<file path="src/rtl/mdrs_pkg.sv">
// ----------------------------------------------------------------------------
// Rounded multiply-divide package
// Shared transfer types and constants for the rounded, saturating
// multiply-divide pipeline.
// ----------------------------------------------------------------------------
`timescale 1ns / 1ps
`default_nettype none

package mdrs_pkg;

  // Operation codes carried in req_type.
  localparam logic [1:0] MODE_U8  = 2'd0;
  localparam logic [1:0] MODE_S8  = 2'd1;
  localparam logic [1:0] MODE_U16 = 2'd2;
  localparam logic [1:0] MODE_S16 = 2'd3;

  // Number of divider cells, one quotient bit each.
  localparam int unsigned NUM_CELLS = 16;

  // Range limits of the signed modes and the masks of the mode widths.
  localparam logic [15:0] SMAX_8  = 16'd127;
  localparam logic [15:0] SNEG_8  = 16'd128;
  localparam logic [15:0] SMAX_16 = 16'h7FFF;
  localparam logic [15:0] SNEG_16 = 16'h8000;
  localparam logic [15:0] MASK_8  = 16'h00FF;
  localparam logic [15:0] MASK_16 = 16'hFFFF;

  typedef struct packed {
    logic [1:0]  req_type;
    logic [15:0] operand_a;
    logic [15:0] operand_b;
    logic [15:0] divisor;
  } req_t;

  typedef struct packed {
    logic [15:0] quotient;
    logic        clipped;
    logic        zero_divisor;
  } res_t;

  // Token that travels down the divider chain.
  typedef struct packed {
    logic        wide;   // 16-bit mode
    logic        sgn;    // signed first factor
    logic        neg;    // first factor was negative
    logic        zero;   // divisor was zero
    logic        ovf;    // quotient does not fit in 16 bits
    logic [15:0] rem;    // partial remainder
    logic [15:0] low;    // dividend bits still to come, quotient bits shifted in
    logic [15:0] dvs;    // divisor of the mode width
  } div_tok_t;

endpackage

`default_nettype wire

</file>
<file path="src/rtl/mdrs_front.sv">
// ----------------------------------------------------------------------------
// Rounded multiply-divide front end
// Two stages: operand masking, magnitude and product; then the rounding
// bias and the overflow test that feed the divider chain.
// ----------------------------------------------------------------------------
`timescale 1ns / 1ps
`default_nettype none

module mdrs_front (
  input  wire                   clk,
  input  wire                   rst_n,
  input  wire                   in_valid,
  output logic                  in_ready,
  input  mdrs_pkg::req_t        in_data,
  output logic                  out_valid,
  input  wire                   out_ready,
  output mdrs_pkg::div_tok_t    out_tok
);

  // Stage A registers.
  logic        a_valid_r;
  logic        a_wide_r;
  logic        a_sgn_r;
  logic        a_neg_r;
  logic [31:0] a_prod_r;
  logic [15:0] a_dvs_r;
  logic        a_ready;

  // Stage B registers.
  logic               b_valid_r;
  mdrs_pkg::div_tok_t b_tok_r;
  logic               b_ready;

  // Stage A combinational terms.
  logic        wide;
  logic        sgn;
  logic [15:0] opa;
  logic [15:0] opb;
  logic [15:0] dvs;
  logic        neg;
  logic [15:0] mag;
  logic [31:0] prod;

  // Stage B combinational terms.
  logic [31:0]        sum;
  mdrs_pkg::div_tok_t tok;

  assign b_ready  = !b_valid_r || out_ready;
  assign a_ready  = !a_valid_r || b_ready;
  assign in_ready = a_ready;

  always_comb begin
    wide = in_data.req_type[1];
    sgn  = in_data.req_type[0];
    opa  = wide ? in_data.operand_a : {8'h00, in_data.operand_a[7:0]};
    opb  = wide ? in_data.operand_b : {8'h00, in_data.operand_b[7:0]};
    dvs  = wide ? in_data.divisor   : {8'h00, in_data.divisor[7:0]};
    neg  = sgn && (wide ? opa[15] : opa[7]);
    // The most negative value keeps its full magnitude.
    if (!neg) begin
      mag = opa;
    end else if (wide) begin
      mag = 16'(~opa + 16'd1);
    end else begin
      mag = {8'h00, 8'(~opa[7:0] + 8'd1)};
    end
    prod = {16'h0000, mag} * {16'h0000, opb};
  end

  always_ff @(posedge clk) begin
    if (!rst_n) begin
      a_valid_r <= 1'b0;
    end else if (a_ready) begin
      a_valid_r <= in_valid;
    end
  end

  always_ff @(posedge clk) begin
    if (in_valid && a_ready) begin
      a_wide_r <= wide;
      a_sgn_r  <= sgn;
      a_neg_r  <= neg;
      a_prod_r <= prod;
      a_dvs_r  <= dvs;
    end
  end

  // The biased dividend cannot exceed 32 bits for any operand pattern.
  always_comb begin
    sum      = a_prod_r + {17'h00000, a_dvs_r[15:1]};
    tok.wide = a_wide_r;
    tok.sgn  = a_sgn_r;
    tok.neg  = a_neg_r;
    tok.zero = (a_dvs_r == 16'h0000);
    tok.ovf  = (sum[31:16] >= a_dvs_r);
    tok.rem  = sum[31:16];
    tok.low  = sum[15:0];
    tok.dvs  = a_dvs_r;
  end

  always_ff @(posedge clk) begin
    if (!rst_n) begin
      b_valid_r <= 1'b0;
    end else if (b_ready) begin
      b_valid_r <= a_valid_r;
    end
  end

  always_ff @(posedge clk) begin
    if (a_valid_r && b_ready) begin
      b_tok_r <= tok;
    end
  end

  assign out_valid = b_valid_r;
  assign out_tok   = b_tok_r;

endmodule

`default_nettype wire

</file>
<file path="src/rtl/mdrs_cell.sv">
// ----------------------------------------------------------------------------
// Rounded multiply-divide divider cell
// One restoring division step: shifts in a dividend bit, subtracts the
// divisor when it fits and shifts the quotient bit in.
// ----------------------------------------------------------------------------
`timescale 1ns / 1ps
`default_nettype none

module mdrs_cell (
  input  wire                   clk,
  input  wire                   rst_n,
  input  wire                   in_valid,
  output logic                  in_ready,
  input  mdrs_pkg::div_tok_t    in_tok,
  output logic                  out_valid,
  input  wire                   out_ready,
  output mdrs_pkg::div_tok_t    out_tok
);

  logic               valid_r;
  mdrs_pkg::div_tok_t tok_r;
  mdrs_pkg::div_tok_t tok_nxt;
  logic [16:0]        trial;
  logic [16:0]        diff;
  logic               fits;

  assign in_ready = !valid_r || out_ready;

  always_comb begin
    trial   = {in_tok.rem, in_tok.low[15]};
    diff    = trial - {1'b0, in_tok.dvs};
    fits    = (trial >= {1'b0, in_tok.dvs});
    tok_nxt = in_tok;
    tok_nxt.rem = fits ? diff[15:0] : trial[15:0];
    tok_nxt.low = {in_tok.low[14:0], fits};
  end

  always_ff @(posedge clk) begin
    if (!rst_n) begin
      valid_r <= 1'b0;
    end else if (in_ready) begin
      valid_r <= in_valid;
    end
  end

  always_ff @(posedge clk) begin
    if (in_valid && in_ready) begin
      tok_r <= tok_nxt;
    end
  end

  assign out_valid = valid_r;
  assign out_tok   = tok_r;

endmodule

`default_nettype wire

</file>
<file path="src/rtl/mdrs_back.sv">
// ----------------------------------------------------------------------------
// Rounded multiply-divide back end
// Saturates the quotient to the mode range, restores the sign, handles a
// zero divisor and holds the result in the output register.
// ----------------------------------------------------------------------------
`timescale 1ns / 1ps
`default_nettype none

module mdrs_back (
  input  wire                   clk,
  input  wire                   rst_n,
  input  wire                   in_valid,
  output logic                  in_ready,
  input  mdrs_pkg::div_tok_t    in_tok,
  output logic                  out_valid,
  input  wire                   out_stall,
  output mdrs_pkg::res_t        out_data
);

  logic           valid_r;
  mdrs_pkg::res_t res_r;
  mdrs_pkg::res_t res_nxt;
  logic [15:0]    mask;
  logic [15:0]    smax;
  logic [15:0]    sneg;
  logic [15:0]    q;
  logic           clip;

  assign in_ready = !valid_r || !out_stall;

  always_comb begin
    mask = in_tok.wide ? mdrs_pkg::MASK_16 : mdrs_pkg::MASK_8;
    smax = in_tok.wide ? mdrs_pkg::SMAX_16 : mdrs_pkg::SMAX_8;
    sneg = in_tok.wide ? mdrs_pkg::SNEG_16 : mdrs_pkg::SNEG_8;
    q    = in_tok.low;
    clip = 1'b0;
    if (in_tok.ovf || (!in_tok.wide && (q[15:8] != 8'h00))) begin
      q    = mask;
      clip = 1'b1;
    end
    if (in_tok.sgn) begin
      if (!in_tok.neg) begin
        if (q > smax) begin
          q    = smax;
          clip = 1'b1;
        end
      end else begin
        if (q > sneg) begin
          q    = sneg;
          clip = 1'b1;
        end
        q = 16'(~q + 16'd1) & mask;
      end
    end
    if (in_tok.zero) begin
      res_nxt.quotient     = mask;
      res_nxt.clipped      = 1'b0;
      res_nxt.zero_divisor = 1'b1;
    end else begin
      res_nxt.quotient     = q;
      res_nxt.clipped      = clip;
      res_nxt.zero_divisor = 1'b0;
    end
  end

  always_ff @(posedge clk) begin
    if (!rst_n) begin
      valid_r <= 1'b0;
    end else if (in_ready) begin
      valid_r <= in_valid;
    end
  end

  always_ff @(posedge clk) begin
    if (in_valid && in_ready) begin
      res_r <= res_nxt;
    end
  end

  assign out_valid = valid_r;
  assign out_data  = res_r;

endmodule

`default_nettype wire

</file>
<file path="src/rtl/mul_div_round_saturate.sv">
// ----------------------------------------------------------------------------
// Rounded multiply-divide with saturation
// Computes a*b/d rounded to nearest in four unsigned and signed-by-unsigned
// modes, saturating to the mode range, as a fully pipelined unit.
// ----------------------------------------------------------------------------
// Throughput: one transfer per cycle while the output is not stalled; each of
// the 16 divider cells resolves one quotient bit and hands its partial
// remainder to the next cell.
// Reset: synchronous, active low; clears every stage valid bit, so the
// pipeline comes up empty and accepts input in the first cycle after reset.
`timescale 1ns / 1ps
`default_nettype none

module mul_div_round_saturate (
  input  wire                 clk,
  input  wire                 rst_n,
  input  wire                 in_valid,
  output logic                in_stall,
  input  mdrs_pkg::req_t      in_data,
  output logic                out_valid,
  input  wire                 out_stall,
  output mdrs_pkg::res_t      out_data
);

  // Links between the front end, the cells and the back end. Link 0 is the
  // front end's output, link NUM_CELLS feeds the back end.
  logic               link_valid [mdrs_pkg::NUM_CELLS+1];
  logic               link_ready [mdrs_pkg::NUM_CELLS+1];
  mdrs_pkg::div_tok_t link_tok   [mdrs_pkg::NUM_CELLS+1];

  logic front_ready;

  // The front end masks the operands to the mode width, forms the magnitude
  // of a signed first factor, multiplies, then adds half the divisor for
  // round-to-nearest and checks whether the quotient would exceed 16 bits.
  mdrs_front u_front (
    .clk       (clk),
    .rst_n     (rst_n),
    .in_valid  (in_valid),
    .in_ready  (front_ready),
    .in_data   (in_data),
    .out_valid (link_valid[0]),
    .out_ready (link_ready[0]),
    .out_tok   (link_tok[0])
  );

  assign in_stall = !front_ready;

  // Restoring divider as a chain of identical cells. Every stage keeps its
  // own valid bit and moves when the next stage is empty or moving, so a
  // stall at the output only fills bubbles and never drops a transfer.
  for (genvar i = 0; i < mdrs_pkg::NUM_CELLS; i++) begin : g_cell
    mdrs_cell u_cell (
      .clk       (clk),
      .rst_n     (rst_n),
      .in_valid  (link_valid[i]),
      .in_ready  (link_ready[i]),
      .in_tok    (link_tok[i]),
      .out_valid (link_valid[i+1]),
      .out_ready (link_ready[i+1]),
      .out_tok   (link_tok[i+1])
    );
  end

  // The back end applies unsigned and signed saturation, restores the sign
  // and handles the zero divisor, then registers the result.
  mdrs_back u_back (
    .clk       (clk),
    .rst_n     (rst_n),
    .in_valid  (link_valid[mdrs_pkg::NUM_CELLS]),
    .in_ready  (link_ready[mdrs_pkg::NUM_CELLS]),
    .in_tok    (link_tok[mdrs_pkg::NUM_CELLS]),
    .out_valid (out_valid),
    .out_stall (out_stall),
    .out_data  (out_data)
  );

  // A zero divisor always reports all ones in the low byte and no clipping.
  a_zero_div: assert property (@(posedge clk) disable iff (!rst_n)
    out_valid && out_data.zero_divisor |->
      (out_data.quotient[7:0] == 8'hFF) && !out_data.clipped)
    else $error("zero divisor result is malformed");

  // Input back-pressure only arises from a stalled result at the output.
  a_stall_src: assert property (@(posedge clk) disable iff (!rst_n)
    in_stall |-> (out_valid && out_stall))
    else $error("input stalled without a stalled result");

  // The pipeline comes out of reset empty.
  a_reset_empty: assert property (@(posedge clk)
    rst_n && $past(!rst_n) |-> !out_valid)
    else $error("result valid right after reset");

endmodule

`default_nettype wire
</file>
<file path="config.mk">
export PLATFORM = sky130hd
export DESIGN_NAME = mul_div_round_saturate
export DESIGN_NICKNAME = d
export VERILOG_FILES = /design/src/rtl/mdrs_pkg.sv /design/src/rtl/mdrs_front.sv /design/src/rtl/mdrs_cell.sv /design/src/rtl/mdrs_back.sv /design/src/rtl/mul_div_round_saturate.sv
export SDC_FILE = /design/constraint.sdc
export NUM_CORES = 2
export LEC_CHECK = 0
export BUFFER_PORTS_ARGS = -buffer_cell sky130_fd_sc_hd__buf_2
export CORE_MARGIN = 3
export CORE_UTILIZATION = 45
export CTS_CLUSTER_SIZE = 16
export DETAILED_ROUTE_END_ITERATION = 8
export SLEW_MARGIN = 20
export SYNTH_ARGS = -nofsm -noshare
export SYNTH_HDL_FRONTEND = slang
export SYNTH_HIERARCHICAL = 1
export SYNTH_SLANG_ARGS = --single-unit
export TNS_END_PERCENT = 50
</file>
<file path="constraint.sdc">
create_clock -name clk -period 12.9 [get_ports clk]
set_input_delay 2.58 -clock clk [delete_from_list [all_inputs] [get_ports clk]]
set_output_delay 2.58 -clock clk [all_outputs]
set_load 0.01 [all_outputs]
</file>
==> impl_metrics.ini <==
[pwr]
ir_drop_uv = 178
p_leak_nw = 25.6
p_per_area_nw_per_um2 = 146

[sta]
skew_ns = 0.0481
worst_pin_slew_ns = 0.973
rsz0062_at_grt = no
tns_ns = 0
period_minus_slack_ns = 9.64
timing.hold.ws_ns = 0.381
maxSlewViolCount = 0
fin_ws_ns = 3.26
finalHoldViolations = 0
fmax_ghz = 0.104
fin_crit_sh = 0.748
setup_violations = 0
relSlewSlack = 0.349

[synthesis]
synth_area_um2 = 58600
syn_avg_cell_area_um2 = 12.0
syn_nets = 5544
yosysWarnings = 6
syn_inst = 4877

[setup_path]
critPathBufInv = 5
timing.rr.start = g_cell[15].u_cell/out_tok[26]
cp_slowest_cell = xor2_1
cp_common_cell = fa_1
path_max_fanout = 77
r2r_cells = 14
critPathKind = primary input to flop
end_kind = flop
worstSetupStartpointType = primary input
cpPeakStageDelay_ns = 0.75
regToRegEndpoint = u_back/out_data[10]
crit_chain = buf_2 -> buf_4 -> o21ai_0 -> and3_2 -> nor2_1 -> xor2_1 -> nand3_1 -> fa_1 -> fa_1 -> fa_1 -> fa_1 -> inv_1 -> fa_1 -> inv_1 -> fa_1 -> inv_1 -> ha_1 -> and3_1 -> nand4_1 -> o21bai_1 -> a311oi_1 -> a211oi_1 -> o21ai_0 -> xor2_1
cp.arrival_ns = 10.08
crit_family = adder cells
required_ns = 13.33
worst-r2r-setup-slack_ns = 8.03

[min_path]
min-delay-start = g_cell[7].u_cell/out_tok[30]
min_to = g_cell[8].u_cell/out_tok[31]
hold_depth = 0
hold_class = flop to flop

[detailed_routing]
vias_per_cell = 5.27
routed_wl_mm = 122
drc = 0
ant_nets = 0
wl_per_cell_um = 18.0
drtIter0Drc = 2457
drtPass1Iterations = 5
dr_total_vias = 35700

[placed_design]
dp_cells = 6583
dp_hpwl_mm = 91.7
post-place-ws_ns = 2.71
gp_congestion = 0.879
portBuffers = 73

[clock_network]
cts_max_level = 3
clk_root_buffer_cell = clkbuf_16
cts_resized = 0
cts_made_buffers = 103
holdBufCountCts = 0
clk_pin_slew_ns = 0.06
cts_tree = built
cts_setup_buffers = 0
ctsLongestPathBuffers = 3
clock_sink_count = 957
clock_latency_ns = 0.72

[global_routing]
grt_usage = 0.181
first_global_vias = 35600
antenna_found_initial = 0
grt_start_max_net_pins = 78
overflow = 0
grt_pass1_wl_mm = 196

[floorplan]
initial_utilization = 0.456
die_y_um = 367
dieArea_um2 = 135000
fp.dieW_um = 367
boundaryPins = 74
core_region_area_um2 = 128000
rows = 131

[run_status]
status = completed

[cells_and_area]
antennaDiodeCount = 0
area_growth_pct = 9.08
drive_gt1_frac = 0.131
utilization = 0.498
fin_cells = 6775
nets = 5626

[run]
maxCapViolCount = 0
[per-layer routing]
layer	vias to the layer above	part of all wire	global-route usage
met3	195	0.039	0.0257
li1	17600	-	-
met2	689	0.49	0.308
met1	17300	0.45	0.240
met5	-	0	0
met4	0	0.026	0.0542
[registers in the layout (all words and copies together) (netlist names)]
register / count
g_cell.u_cell/out_valid: 16
u_front/a_dvs_r: 16
u_front/a_wide_r: 1
g_cell.u_cell/out_tok: 816
u_front/out_tok: 53
u_back/out_data: 18
u_front/a_sgn_r: 1
u_back/out_valid: 1
u_front/a_neg_r: 1
u_front/out_valid: 1
u_front/a_prod_r: 32
u_front/a_valid_r: 1
[per-stage QoR]
| stage | area, µm² | total power [mW] |
|---|---|---|
| 2_1_floorplan | 58600 | 5.69 |
| 3_3_place_gp | 60300 | 6.31 |
| 3_5_place_dp | 60300 | 6.32 |
| 4_1_cts | 63900 | 9.43 |
| 5_1_grt | 63900 | 9.92 |
| 6_report | 63900 | 9.30 |
[report_power, final]
part / switching, mW / leakage, nW / internal [mW]
clock: 1.26 / 1.72 / 1.79
sequential: 0.0614 / 8.69 / 3.60
combinational: 1.57 / 15.2 / 1.03
total: 2.89 / 25.6 / 6.41
[final cells by class]
cell class                 instances  area, µm²
multi-input combinational       3205      26800
clock buffer                     112       2610
sequential                       957      28500
fill                           11400      64500
clock inverter                    80        970
tap                             1729       2160
timing repair buffer              99        561
inverter                         593       2230
[worst max path at each step]
stage                      from  slack, ns                    to  depth (start not counted)
floorplan           in_data[36]       3.92  u_front/a_prod_r[31]                         25
global placement    in_data[49]       2.76  u_front/a_prod_r[31]                         23
detailed placement  in_data[49]       2.71  u_front/a_prod_r[30]                         24
CTS                 in_data[49]       3.46  u_front/a_prod_r[30]                         24
global route        in_data[49]       2.97  u_front/a_prod_r[30]                         24
finish              in_data[49]       3.26  u_front/a_prod_r[30]                         24
[layout by cell type (no fill, tap or decap), drive strengths merged, types with 10 or more instances in the layout]
cell,count
edfxtp,938
inv,597
ha,403
nand2,403
a21oi,274
nor2,217
fa,210
o21ai,193
mux2,191
xnor2,132
and2,114
xor2,113
clkbuf,112
a21o,110
buf,99
nand3,90
nor2b,82
a31oi,69
o21a,68
nor3,61
nand4,54
clkinv,51
mux2i,44
a211oi,44
nand2b,36
or3,35
and3,30
nor4,27
o211ai,25
o31ai,25
a21boi,22
a211o,21
dfxtp,19
a221oi,17
o31a,16
bufinv,15
o21bai,11
clkinvlp,10
Power figures use the tool's default switching activity.
